<file path="src/sbe_pkg.sv">
package sbe_pkg;

    localparam int NUM_ROUNDS = 5;
    localparam int WORD_W     = 16;
    localparam int BLOCK_W    = 64;
    localparam int KEY_IDX_W  = 3;

    typedef logic [WORD_W-1:0]                  word_t;
    typedef logic [BLOCK_W-1:0]                 block_t;
    typedef logic [NUM_ROUNDS-1:0][WORD_W-1:0]  key_set_t;
    typedef logic [3:0]                         nibble_t;

    // Register indexes of the configuration port
    typedef enum logic [KEY_IDX_W-1:0] {
        REG_KEY_ONE   = 3'd0,
        REG_KEY_TWO   = 3'd1,
        REG_KEY_THREE = 3'd2,
        REG_KEY_FOUR  = 3'd3,
        REG_KEY_FIVE  = 3'd4
    } reg_index_t;

    // Stage control that travels alongside the data
    typedef struct packed {
        logic valid;
    } stage_ctrl_t;

    localparam nibble_t SBOX_P [16] = '{
        4'd3, 4'd15, 4'd14, 4'd0, 4'd5, 4'd4, 4'd11, 4'd12,
        4'd13, 4'd10, 4'd9, 4'd6, 4'd7, 4'd8, 4'd2, 4'd1
    };

    localparam nibble_t SBOX_Q [16] = '{
        4'd9, 4'd14, 4'd5, 4'd6, 4'd10, 4'd2, 4'd3, 4'd12,
        4'd15, 4'd0, 4'd4, 4'd13, 4'd7, 4'd11, 4'd1, 4'd8
    };

    function automatic nibble_t sp(input nibble_t v);
        return SBOX_P[v];
    endfunction

    function automatic nibble_t sq(input nibble_t v);
        return SBOX_Q[v];
    endfunction

    // Three S-box layers with the nibble halves crossed between layers
    function automatic word_t mix_f(input word_t w);
        nibble_t a0, b0, c0, d0;
        nibble_t a1, b1, c1, d1;
        nibble_t a2, b2, c2, d2;
        a0 = sp(w[15:12]);
        b0 = sq(w[11:8]);
        c0 = sp(w[7:4]);
        d0 = sq(w[3:0]);

        a1 = sq({a0[3:2], b0[3:2]});
        b1 = sp({a0[1:0], c0[3:2]});
        c1 = sq({b0[1:0], d0[3:2]});
        d1 = sp({c0[1:0], d0[1:0]});

        a2 = sp({a1[3:2], b1[3:2]});
        b2 = sq({a1[1:0], c1[3:2]});
        c2 = sp({b1[1:0], d1[3:2]});
        d2 = sq({c1[1:0], d1[1:0]});
        return {a2, b2, c2, d2};
    endfunction

endpackage

</file>
<file path="src/sbe_key_regs.sv">
module sbe_key_regs (
    input  logic                               clk,
    input  logic                               rst_n,
    input  logic                               cfg_valid,
    output logic                               cfg_ready,
    input  logic [sbe_pkg::KEY_IDX_W-1:0]      cfg_index,
    input  logic [sbe_pkg::WORD_W-1:0]         cfg_data,
    output sbe_pkg::key_set_t                  keys
);

    sbe_pkg::key_set_t key_reg;
    sbe_pkg::key_set_t key_next;

    // Always able to take a register write
    assign cfg_ready = 1'b1;

    // Decode the index; drop writes past the last key
    always_comb
    begin
        key_next = key_reg;
        if (cfg_valid && cfg_ready)
        begin
            case (sbe_pkg::reg_index_t'(cfg_index))
                sbe_pkg::REG_KEY_ONE:   key_next[0] = cfg_data;
                sbe_pkg::REG_KEY_TWO:   key_next[1] = cfg_data;
                sbe_pkg::REG_KEY_THREE: key_next[2] = cfg_data;
                sbe_pkg::REG_KEY_FOUR:  key_next[3] = cfg_data;
                sbe_pkg::REG_KEY_FIVE:  key_next[4] = cfg_data;
                default:                key_next = key_reg;
            endcase
        end
    end

    always_ff @(posedge clk or negedge rst_n)
    begin
        if (!rst_n)
        begin
            key_reg <= '0;
        end
        else
        begin
            key_reg <= key_next;
        end
    end

    assign keys = key_reg;

endmodule

</file>
<file path="src/sbe_round.sv">
module sbe_round (
    input  logic                  clk,
    input  logic                  rst_n,
    input  sbe_pkg::stage_ctrl_t  in_ctrl,
    input  sbe_pkg::word_t        in_ol,
    input  sbe_pkg::word_t        in_il,
    input  sbe_pkg::word_t        in_ir,
    input  sbe_pkg::word_t        in_or,
    input  sbe_pkg::word_t        key,
    output sbe_pkg::stage_ctrl_t  out_ctrl,
    output sbe_pkg::word_t        out_ol,
    output sbe_pkg::word_t        out_il,
    output sbe_pkg::word_t        out_ir,
    output sbe_pkg::word_t        out_or
);

    sbe_pkg::stage_ctrl_t ctrl_reg;
    sbe_pkg::word_t       ol_reg, il_reg, ir_reg, or_reg;
    sbe_pkg::word_t       ol_next, il_next, ir_next, or_next;

    // Key the outer words, run them through F and fold into the opposite inner word
    always_comb
    begin
        ol_next = ~(in_ol ^ key);
        or_next = ~(in_or ^ key);
        il_next = sbe_pkg::mix_f(ol_next) ^ in_ir;
        ir_next = sbe_pkg::mix_f(or_next) ^ in_il;
    end

    // Advance the valid bit every cycle
    always_ff @(posedge clk or negedge rst_n)
    begin
        if (!rst_n)
        begin
            ctrl_reg <= '0;
        end
        else
        begin
            ctrl_reg <= in_ctrl;
        end
    end

    // Capture the round output
    always_ff @(posedge clk)
    begin
        ol_reg <= ol_next;
        il_reg <= il_next;
        ir_reg <= ir_next;
        or_reg <= or_next;
    end

    assign out_ctrl = ctrl_reg;
    assign out_ol   = ol_reg;
    assign out_il   = il_reg;
    assign out_ir   = ir_reg;
    assign out_or   = or_reg;

endmodule

</file>
<file path="src/sit_block_encrypt_top.sv">
// Five-round 64-bit block encryption, one round per pipeline stage.
// A block transferred at a start edge shows on cipher_block with done after it
// has passed one input register and five round stages.
// Throughput: one block per cycle; busy is low in every cycle after the first.
// Reset (rst_n low, asynchronous): keys clear to zero, all stages empty, busy
// high for the first cycle after release. The receiver cannot stall done.
module sit_block_encrypt_top (
    input  logic                           clk,
    input  logic                           rst_n,
    input  logic                           start,
    output logic                           busy,
    input  logic [sbe_pkg::BLOCK_W-1:0]    plain_block,
    output logic                           done,
    output logic [sbe_pkg::BLOCK_W-1:0]    cipher_block,
    input  logic                           cfg_valid,
    output logic                           cfg_ready,
    input  logic [sbe_pkg::KEY_IDX_W-1:0]  cfg_index,
    input  logic [sbe_pkg::WORD_W-1:0]     cfg_data
);

    localparam int W = sbe_pkg::WORD_W;

    logic                  busy_reg, busy_next;
    sbe_pkg::stage_ctrl_t  in_ctrl_reg, in_ctrl_next;
    sbe_pkg::block_t       in_blk_reg;
    sbe_pkg::key_set_t     keys;

    sbe_pkg::stage_ctrl_t  ctrl [sbe_pkg::NUM_ROUNDS];
    sbe_pkg::word_t        w1 [sbe_pkg::NUM_ROUNDS];
    sbe_pkg::word_t        w2 [sbe_pkg::NUM_ROUNDS];
    sbe_pkg::word_t        w3 [sbe_pkg::NUM_ROUNDS];
    sbe_pkg::word_t        w4 [sbe_pkg::NUM_ROUNDS];

    // Hold busy for one cycle out of reset, then drop it for good
    assign busy_next = 1'b0;
    assign in_ctrl_next.valid = start && !busy_reg;

    always_ff @(posedge clk or negedge rst_n)
    begin
        if (!rst_n)
        begin
            busy_reg    <= 1'b1;
            in_ctrl_reg <= '0;
        end
        else
        begin
            busy_reg    <= busy_next;
            in_ctrl_reg <= in_ctrl_next;
        end
    end

    // Register the plaintext on each transfer
    always_ff @(posedge clk)
    begin
        if (in_ctrl_next.valid)
        begin
            in_blk_reg <= plain_block;
        end
    end

    assign busy = busy_reg;

    sbe_key_regs u_keys (
        .clk       (clk),
        .rst_n     (rst_n),
        .cfg_valid (cfg_valid),
        .cfg_ready (cfg_ready),
        .cfg_index (cfg_index),
        .cfg_data  (cfg_data),
        .keys      (keys)
    );

    // Round one: (w1, w2, w3, w4)
    sbe_round u_round1 (
        .clk (clk), .rst_n (rst_n),
        .in_ctrl (in_ctrl_reg),
        .in_ol (in_blk_reg[W-1:0]),     .in_il (in_blk_reg[2*W-1:W]),
        .in_ir (in_blk_reg[3*W-1:2*W]), .in_or (in_blk_reg[4*W-1:3*W]),
        .key (keys[0]),
        .out_ctrl (ctrl[0]),
        .out_ol (w1[0]), .out_il (w2[0]), .out_ir (w3[0]), .out_or (w4[0])
    );

    // Round two: roles swap to (w2, w1, w4, w3)
    sbe_round u_round2 (
        .clk (clk), .rst_n (rst_n),
        .in_ctrl (ctrl[0]),
        .in_ol (w2[0]), .in_il (w1[0]), .in_ir (w4[0]), .in_or (w3[0]),
        .key (keys[1]),
        .out_ctrl (ctrl[1]),
        .out_ol (w2[1]), .out_il (w1[1]), .out_ir (w4[1]), .out_or (w3[1])
    );

    // Round three
    sbe_round u_round3 (
        .clk (clk), .rst_n (rst_n),
        .in_ctrl (ctrl[1]),
        .in_ol (w1[1]), .in_il (w2[1]), .in_ir (w3[1]), .in_or (w4[1]),
        .key (keys[2]),
        .out_ctrl (ctrl[2]),
        .out_ol (w1[2]), .out_il (w2[2]), .out_ir (w3[2]), .out_or (w4[2])
    );

    // Round four: swapped roles
    sbe_round u_round4 (
        .clk (clk), .rst_n (rst_n),
        .in_ctrl (ctrl[2]),
        .in_ol (w2[2]), .in_il (w1[2]), .in_ir (w4[2]), .in_or (w3[2]),
        .key (keys[3]),
        .out_ctrl (ctrl[3]),
        .out_ol (w2[3]), .out_il (w1[3]), .out_ir (w4[3]), .out_or (w3[3])
    );

    // Round five
    sbe_round u_round5 (
        .clk (clk), .rst_n (rst_n),
        .in_ctrl (ctrl[3]),
        .in_ol (w1[3]), .in_il (w2[3]), .in_ir (w3[3]), .in_or (w4[3]),
        .key (keys[4]),
        .out_ctrl (ctrl[4]),
        .out_ol (w1[4]), .out_il (w2[4]), .out_ir (w3[4]), .out_or (w4[4])
    );

    // Present the last stage as the result
    assign done         = ctrl[4].valid;
    assign cipher_block = {w4[4], w3[4], w2[4], w1[4]};

endmodule

</file>
<file path="config.mk">
export PLATFORM = sky130hd
export DESIGN_NAME = sit_block_encrypt_top
export DESIGN_NICKNAME = d
export VERILOG_FILES = /design/src/sbe_pkg.sv /design/src/sbe_key_regs.sv /design/src/sbe_round.sv /design/src/sit_block_encrypt_top.sv
export SDC_FILE = /design/constraint.sdc
export NUM_CORES = 2
export LEC_CHECK = 0
export BUFFER_PORTS_ARGS = -buffer_cell sky130_fd_sc_hd__buf_2
export CELL_PAD_IN_SITES_DETAIL_PLACEMENT = 1
export CELL_PAD_IN_SITES_GLOBAL_PLACEMENT = 1
export CORE_MARGIN = 3
export CORE_UTILIZATION = 35
export DETAILED_ROUTE_END_ITERATION = 16
export PLACE_DENSITY_LB_ADDON = 0.1
export SLEW_MARGIN = 5
export SYNTH_ARGS = -nofsm -noshare
export SYNTH_HDL_FRONTEND = slang
export SYNTH_SLANG_ARGS = --single-unit
</file>
<file path="constraint.sdc">
create_clock -name clk -period 5.4 [get_ports clk]
set_input_delay 0.27 -clock clk [delete_from_list [all_inputs] [get_ports clk]]
set_output_delay 0.27 -clock clk [all_outputs]
set_load 0.01 [all_outputs]
</file>
==> Yosys cells after proc, flatten, opt, wreduce, memory -nomap -nowiden <==
Memory sizes are Yosys's and may differ from the RTL's.
Index checks and enable logic that the tools add are counted.
Widths: inputs -> output; s select.
{ "word_totals": {"register_bits": 471, "romBits": 7680, "elab_cells": 675, "mem_count": 120} }
{ "mem_list": {"columns": ["name", "words", "word_bits", "rd", "rd_clocked_by_memory_dff", "wr", "line", "source"], "rows": [
  ["(no name shown)", 16, 4, 1, 0, 0, "sbe_pkg.sv:38", "return SBOX_P[v];"],
  ["(no name shown)", 16, 4, 1, 0, 0, "sbe_pkg.sv:42", "return SBOX_Q[v];"],
  ["(no name shown)", 16, 4, 1, 0, 0, "sbe_pkg.sv:42", null],
  ["(no name shown)", 16, 4, 1, 0, 0, "sbe_pkg.sv:38", null],
  ["(no name shown)", 16, 4, 1, 0, 0, "sbe_pkg.sv:42", null],
  ["(no name shown)", 16, 4, 1, 0, 0, "sbe_pkg.sv:38", null],
  ["114 more memories", null, null, null, null, null, null, null]
]} }
{ "classes": {"order_cmp": 120, "n_eq_ne": 4, "muxes": 240, "bitwise_logic": 150, "n_reduce_logical": 8} }
{ "op_table": {"columns": ["cell", "count"], "rows": [
  ["$mux 4", 240],
  ["$ge 5x5->1 const B", 120],
  ["$not 4->5", 120],
  ["$xor 16x16->16", 20],
  ["$not 16->16", 10],
  ["$reduce_and 2->1", 5],
  ["$eq 3x2->1 const B", 2],
  ["$eq 3x1->1 const B", 1],
  ["$eq 3x3->1 const B", 1],
  ["$logic_not 3->1", 1],
  ["$logic_and 1x1->1", 1],
  ["$logic_not 1->1", 1]
]} }

==> Longest topological paths before layout <==
{ "depth": {"word_depth": 15, "mapped_depth": 18} }

==> Modules after synthesis <==
A second synthesis with hierarchy kept.
{ "hier_totals": {"cells_unflattened": 3522, "hier_area_um2": 37587.3} }
{ "by_module_without_submodules": {"columns": ["mod", "n_inst", "cells_each", "area_each_um2"], "rows": [
  ["sbe_round at u_round4 ...", 2, 649, 6530.0],
  ["sbe_round at u_round2", 1, 662, 6571.3],
  ["sbe_round at u_round3", 1, 650, 6485.0],
  ["sbe_round at u_round1", 1, 669, 6318.6],
  ["sbe_key_regs", 1, 175, 3161.8],
  ["sit_block_encrypt_top", 1, 68, 1990.7]
]} }

==> Worst setup path before layout <==
Ideal clock, no wire load.
{ "synth_timing": {"kind": "flip-flop to flip-flop", "from": "register u_keys.key_reg (netlist bit u_keys.keys[4])", "to": "register u_round1.ir_reg[14] (netlist: u_round1.out_ir[14])", "setup_ps": 72, "t_arrival_ps": 3846, "required_ps": 5328, "slack_ps": 1482, "path_stages_with_launch": 14, "synth_period_minus_slack_ps": 3918, "cell_sequence": "dfrtp_1 -> xor2_1 -> ha_1 -> xor2_1 -> mux2i_1 -> ha_1 -> a2111oi_0 -> a211oi_1 -> a21oi_1 -> inv_1 -> ha_1 -> mux2_2 -> mux2i_1 -> xnor2_1"} }
{ "synth_between": {"elab_chain_cells": 15} }
{ "synth_rtl": {"columns": ["item", "line", "source"], "rows": [
  ["start, declared", "sbe_key_regs.sv:11", "sbe_pkg::key_set_t key_reg;"],
  ["start signal, assigned", "sbe_key_regs.sv:42", "key_reg <= key_next;"],
  ["$xor 16x16->16", "sbe_round.sv:25", "or_next = ~(in_or ^ key);"],
  ["$not 16->16", "sbe_round.sv:25", null],
  ["$not 4->5 (implied by the code)", "sbe_pkg.sv:38", null],
  ["$mem_v2 16x4", null, null],
  ["$mux 4 (implied by the code) (2 in series)", "sbe_pkg.sv:38", null],
  ["$not 4->5 (implied by the code)", "sbe_pkg.sv:38", null],
  ["$mem_v2 16x4", null, null],
  ["$mux 4 (implied by the code) (2 in series)", "sbe_pkg.sv:38", null],
  ["$not 4->5 (implied by the code)", "sbe_pkg.sv:38", null],
  ["$mem_v2 16x4", null, null],
  ["$mux 4 (implied by the code) (2 in series)", "sbe_pkg.sv:38", null],
  ["$xor 16x16->16", "sbe_round.sv:27", "ir_next = sbe_pkg::mix_f(or_next) ^ in_il;"],
  ["via u_round1.ir_next[14]", "sbe_round.sv:19", "sbe_pkg::word_t ol_next, il_next, ir_next, or_next;"],
  ["end signal, assigned", "sbe_round.sv:48", "ir_reg <= ir_next;"],
  ["end, declared", "sbe_round.sv:18", "sbe_pkg::word_t ol_reg, il_reg, ir_reg, or_reg;"]
]} }
The timed path passes the listed nets, and every way through them passes these cells. The select of a mux whose other input is x is not followed.
A chain may end at the register's enable or synchronous reset.

==> Worst setup path after layout <==
{ "layout_timing": {"from": "register u_keys.key_reg (netlist bit u_keys.keys[36])", "to": "register u_round3.il_reg[14] (netlist: u_round3.out_il[14])"} }
{ "layout_between": {"elab_chain_cells": 15} }
{ "layout_rtl": {"columns": ["item", "line", "source"], "rows": [
  ["$xor 16x16->16", "sbe_round.sv:24", "ol_next = ~(in_ol ^ key);"],
  ["$not 16->16", "sbe_round.sv:24", null],
  ["$not 4->5 (implied by the code)", "sbe_pkg.sv:38", null],
  ["$mem_v2 16x4", null, null],
  ["$mux 4 (implied by the code) (2 in series)", "sbe_pkg.sv:38", null],
  ["$not 4->5 (implied by the code)", "sbe_pkg.sv:38", null],
  ["$mem_v2 16x4", null, null],
  ["$mux 4 (implied by the code) (2 in series)", "sbe_pkg.sv:38", null],
  ["$not 4->5 (implied by the code)", "sbe_pkg.sv:38", null],
  ["$mem_v2 16x4", null, null],
  ["$mux 4 (implied by the code) (2 in series)", "sbe_pkg.sv:38", null],
  ["$xor 16x16->16", "sbe_round.sv:26", "il_next = sbe_pkg::mix_f(ol_next) ^ in_ir;"],
  ["via u_round3.il_next[14]", "sbe_round.sv:19", null],
  ["end signal, assigned", "sbe_round.sv:47", "il_reg <= il_next;"],
  ["end, declared", "sbe_round.sv:18", null]
]} }
The timed path passes the listed nets, and every way through them passes these cells. The select of a mux whose other input is x is not followed.

==> flow_metrics.py <==
metrics = {
    "die": {
        "initial_core_util": 0.353,
        "io_pins": 154,
        "core-area_um2": 104000,
        "die_w_um": 329,
        "die_y_um": 329,
        "rows": 118,
        "die-area_um2": 109000,
    },
    "yosys": {
        "synth_nets": 4236,
        "avgSynthCellArea_um2": 9.73,
        "synth-main-ff-cell": "dfxtp_1",
        "synth-seq-cells": 471,
        "ys_seq_area_frac": 0.287,
        "ys_async_sr_fraction": 0.185,
        "synth-edff-count": 64,
        "yosysMostFrequentCell": "ha_1",
        "syn_area_um2": 36600,
        "post_synth_num_cell_types": 97,
        "synth_top_area_frac": 0.175,
        "synthCells": 3765,
        "synthTopCellsByArea": "dfxtp_1 (17%), ha_1 (13%), mux2i_1 (7.5%)",
        "synthTopCellsByCount": "ha_1 (384), inv_1 (374), dfxtp_1 (320), mux2i_1 (276)",
        "ys_warn_count": 0,
        "synth_top_area_cell": "dfxtp_1",
    },
    "final_layout": {
        "areaGrowthSynthToFinish_pct": 14.3,
        "drive_gt1_frac": 0.178,
        "fin_area_um2": 41900,
        "largest_reg_flops": 80,
        "final_nets": 4485,
    },
    "global_routing": {
        "grt_pass1_wl_um": 163000,
        "grt_remaining_overflow": 0,
        "antenna_found_initial": 9,
        "grt_usage": 0.192,
        "grt_max_degree": 56,
        "first_global_vias": 27976,
    },
    "job": {
        "cap_violations": 0,
    },
    "timing": {
        "whs_ns": 0.0933,
        "rsz0062_at_grt": "no",
        "min_period_ns": 4.48,
        "finalHoldViolations": 0,
        "final.setup.tns_ns": 0,
        "worst_slew_pin_slew_ns": 1.10,
        "fin_crit_sh": 0.830,
        "drv_slew": 0,
        "max_slew_margin": 0.262,
        "max_freq_ghz": 0.223,
        "finalSetupViolations": 0,
        "fin_worst_skew_ns": 0.0178,
    },
    "routing": {
        "finalWirelength_um": 105000,
        "first_pass_iters": 4,
        "dr_total_vias": 27668,
        "wire_per_inst_um": 19.2,
        "drt_iter0_markers": 1322,
        "postRouteAntennaNets": 0,
        "viasPerCell": 5.08,
        "drcViolationCount": 0,
    },
    "clocking": {
        "path_clk_slew_ns": 0.06,
        "cts-resized-gates": 0,
        "cts.sinks": 471,
        "htreeDepth": 2,
        "clock_latency_ns": 0.66,
        "cts_root_buf": "clkbuf_16",
        "numCtsBuffers": 61,
        "tritoncts": "yes",
        "clock_path_buffers": 3,
    },
    "setup_path": {
        "cp-start-kind": "flop",
        "r2r-end": "u_round3.out_il[14]$_DFF_P_",
        "critPathLaunch": "u_keys.keys[36]$_DFFE_PN0P_",
        "rr_worst_depth": 13,
        "crit_end": "u_round3.out_il[14]$_DFF_P_",
        "path_max_fanout": 9,
        "worstSetupEndpointType": "flop",
        "arrival_ns": 5.02,
        "r2r-start": "u_keys.keys[36]$_DFFE_PN0P_",
        "reg2reg_slack_ns": 0.92,
        "critical_path_class": "reg -> reg",
        "cp.required_ns": 5.94,
    },
    "place": {
        "hpwl_um": 83100,
        "portBuffers": 152,
        "dpl_cell_area_um2": 39100,
        "gp_congestion": 0.818,
    },
    "worst_hold_path": {
        "hp-start": "cfg_data[13]",
        "hp-class": "in -> reg",
    },
    "status": {
        "status": "finished, final reports clean",
    },
}
how the worst min path moves through the flow:
stage,to,slack (ns),cells after the start
finish,u_keys.keys[13]$_DFFE_PN0P_,0.09,2
global route,u_keys.keys[14]$_DFFE_PN0P_,0.06,2
CTS,u_keys.keys[14]$_DFFE_PN0P_,0.03,2
detailed placement,u_round4.out_ctrl$_DFF_PN0_,0.29,1
global placement,u_round3.out_ctrl$_DFF_PN0_,0.29,1
floorplan,in_ctrl_reg$_DFF_PN0_,-0.03,0
area by class of cell:
cell class                      instances  area (µm²)
Tap cell                             1380        1730
Clock buffer                           77        1710
Sequential cell                       471       10500
Inverter                              419        1570
Clock inverter                         38         349
Fill cell                           11767       61800
Multi-Input combinational cell       2795       24200
Timing Repair Buffer                  266        1790
Antenna cell                            2        5.00
through the flow:
step           worst slack, ns  instances  utilization
4_1_cts                  0.900       5446        0.404
5_1_grt                  0.552       5446        0.404
3_5_place_dp             0.918       5261        0.377
6_report                 0.918       5448        0.404
2_1_floorplan             1.48       3765            -
3_3_place_gp             0.936       5261        0.377
per-layer routing:
layer | GRT usage | share of wire | wire [µm] | up-vias
met2 | 0.332 | 0.48 | 50200 | 336
met5 | 0 | 0 | 0 | -
met1 | 0.246 | 0.46 | 48000 | 13390
li1 | - | - | - | 13817
met3 | 0.0215 | 0.029 | 3070 | 125
met4 | 0.0664 | 0.034 | 3550 | 0
cells by family after synthesis:
kind of cell | count (synthesis) | share of synthesized area
AO/OA/AOI/OAI | 705 | 0.144
other | 2 | 0.000205
flip-flops | 471 | 0.287
multiplexers | 529 | 0.178
buffers and inverters | 499 | 0.0531
adder cells (fa/ha/maj) | 385 | 0.131
XOR/XNOR | 425 | 0.111
AND/OR/NAND/NOR | 749 | 0.0963
cells in the final DEF (no fill, tap or decap), drive strengths merged, types with 70 or more instances in the layout:
master	n
a21oi	137
nor2	187
mux2i	290
xor2	212
mux2	166
dlygate4sd3	70
inv	419
o21ai	116
xnor2	213
dfrtp	86
nand2	200
buf	196
clkbuf	77
nand3	93
dfxtp	320
nor3	103
a211oi	84
ha	384
mux4	73
worst max-delay path: stages, from the launching register on:
cell	delay (ns)
dfrtp_1	0.42
xor2_1	0.46
ha_1	0.37
xor2_1	0.17
mux2i_1	0.52
ha_1	0.36
a2111oi_0	0.68
o21bai_1	0.21
a21o_1	0.26
ha_1	0.31
nor2b_1	0.14
a211oi_1	0.22
a21oi_1	0.08
xnor2_1	0.15
repair_timing:
action,in CTS,in global routing
hold buffers,70,0
endpoints found under the hold margin,110,0
setup buffers,0,0
Power is left out: the tool's default activity adds up to more than one toggle a clock period on the data nets, which glitch-free logic cannot reach.
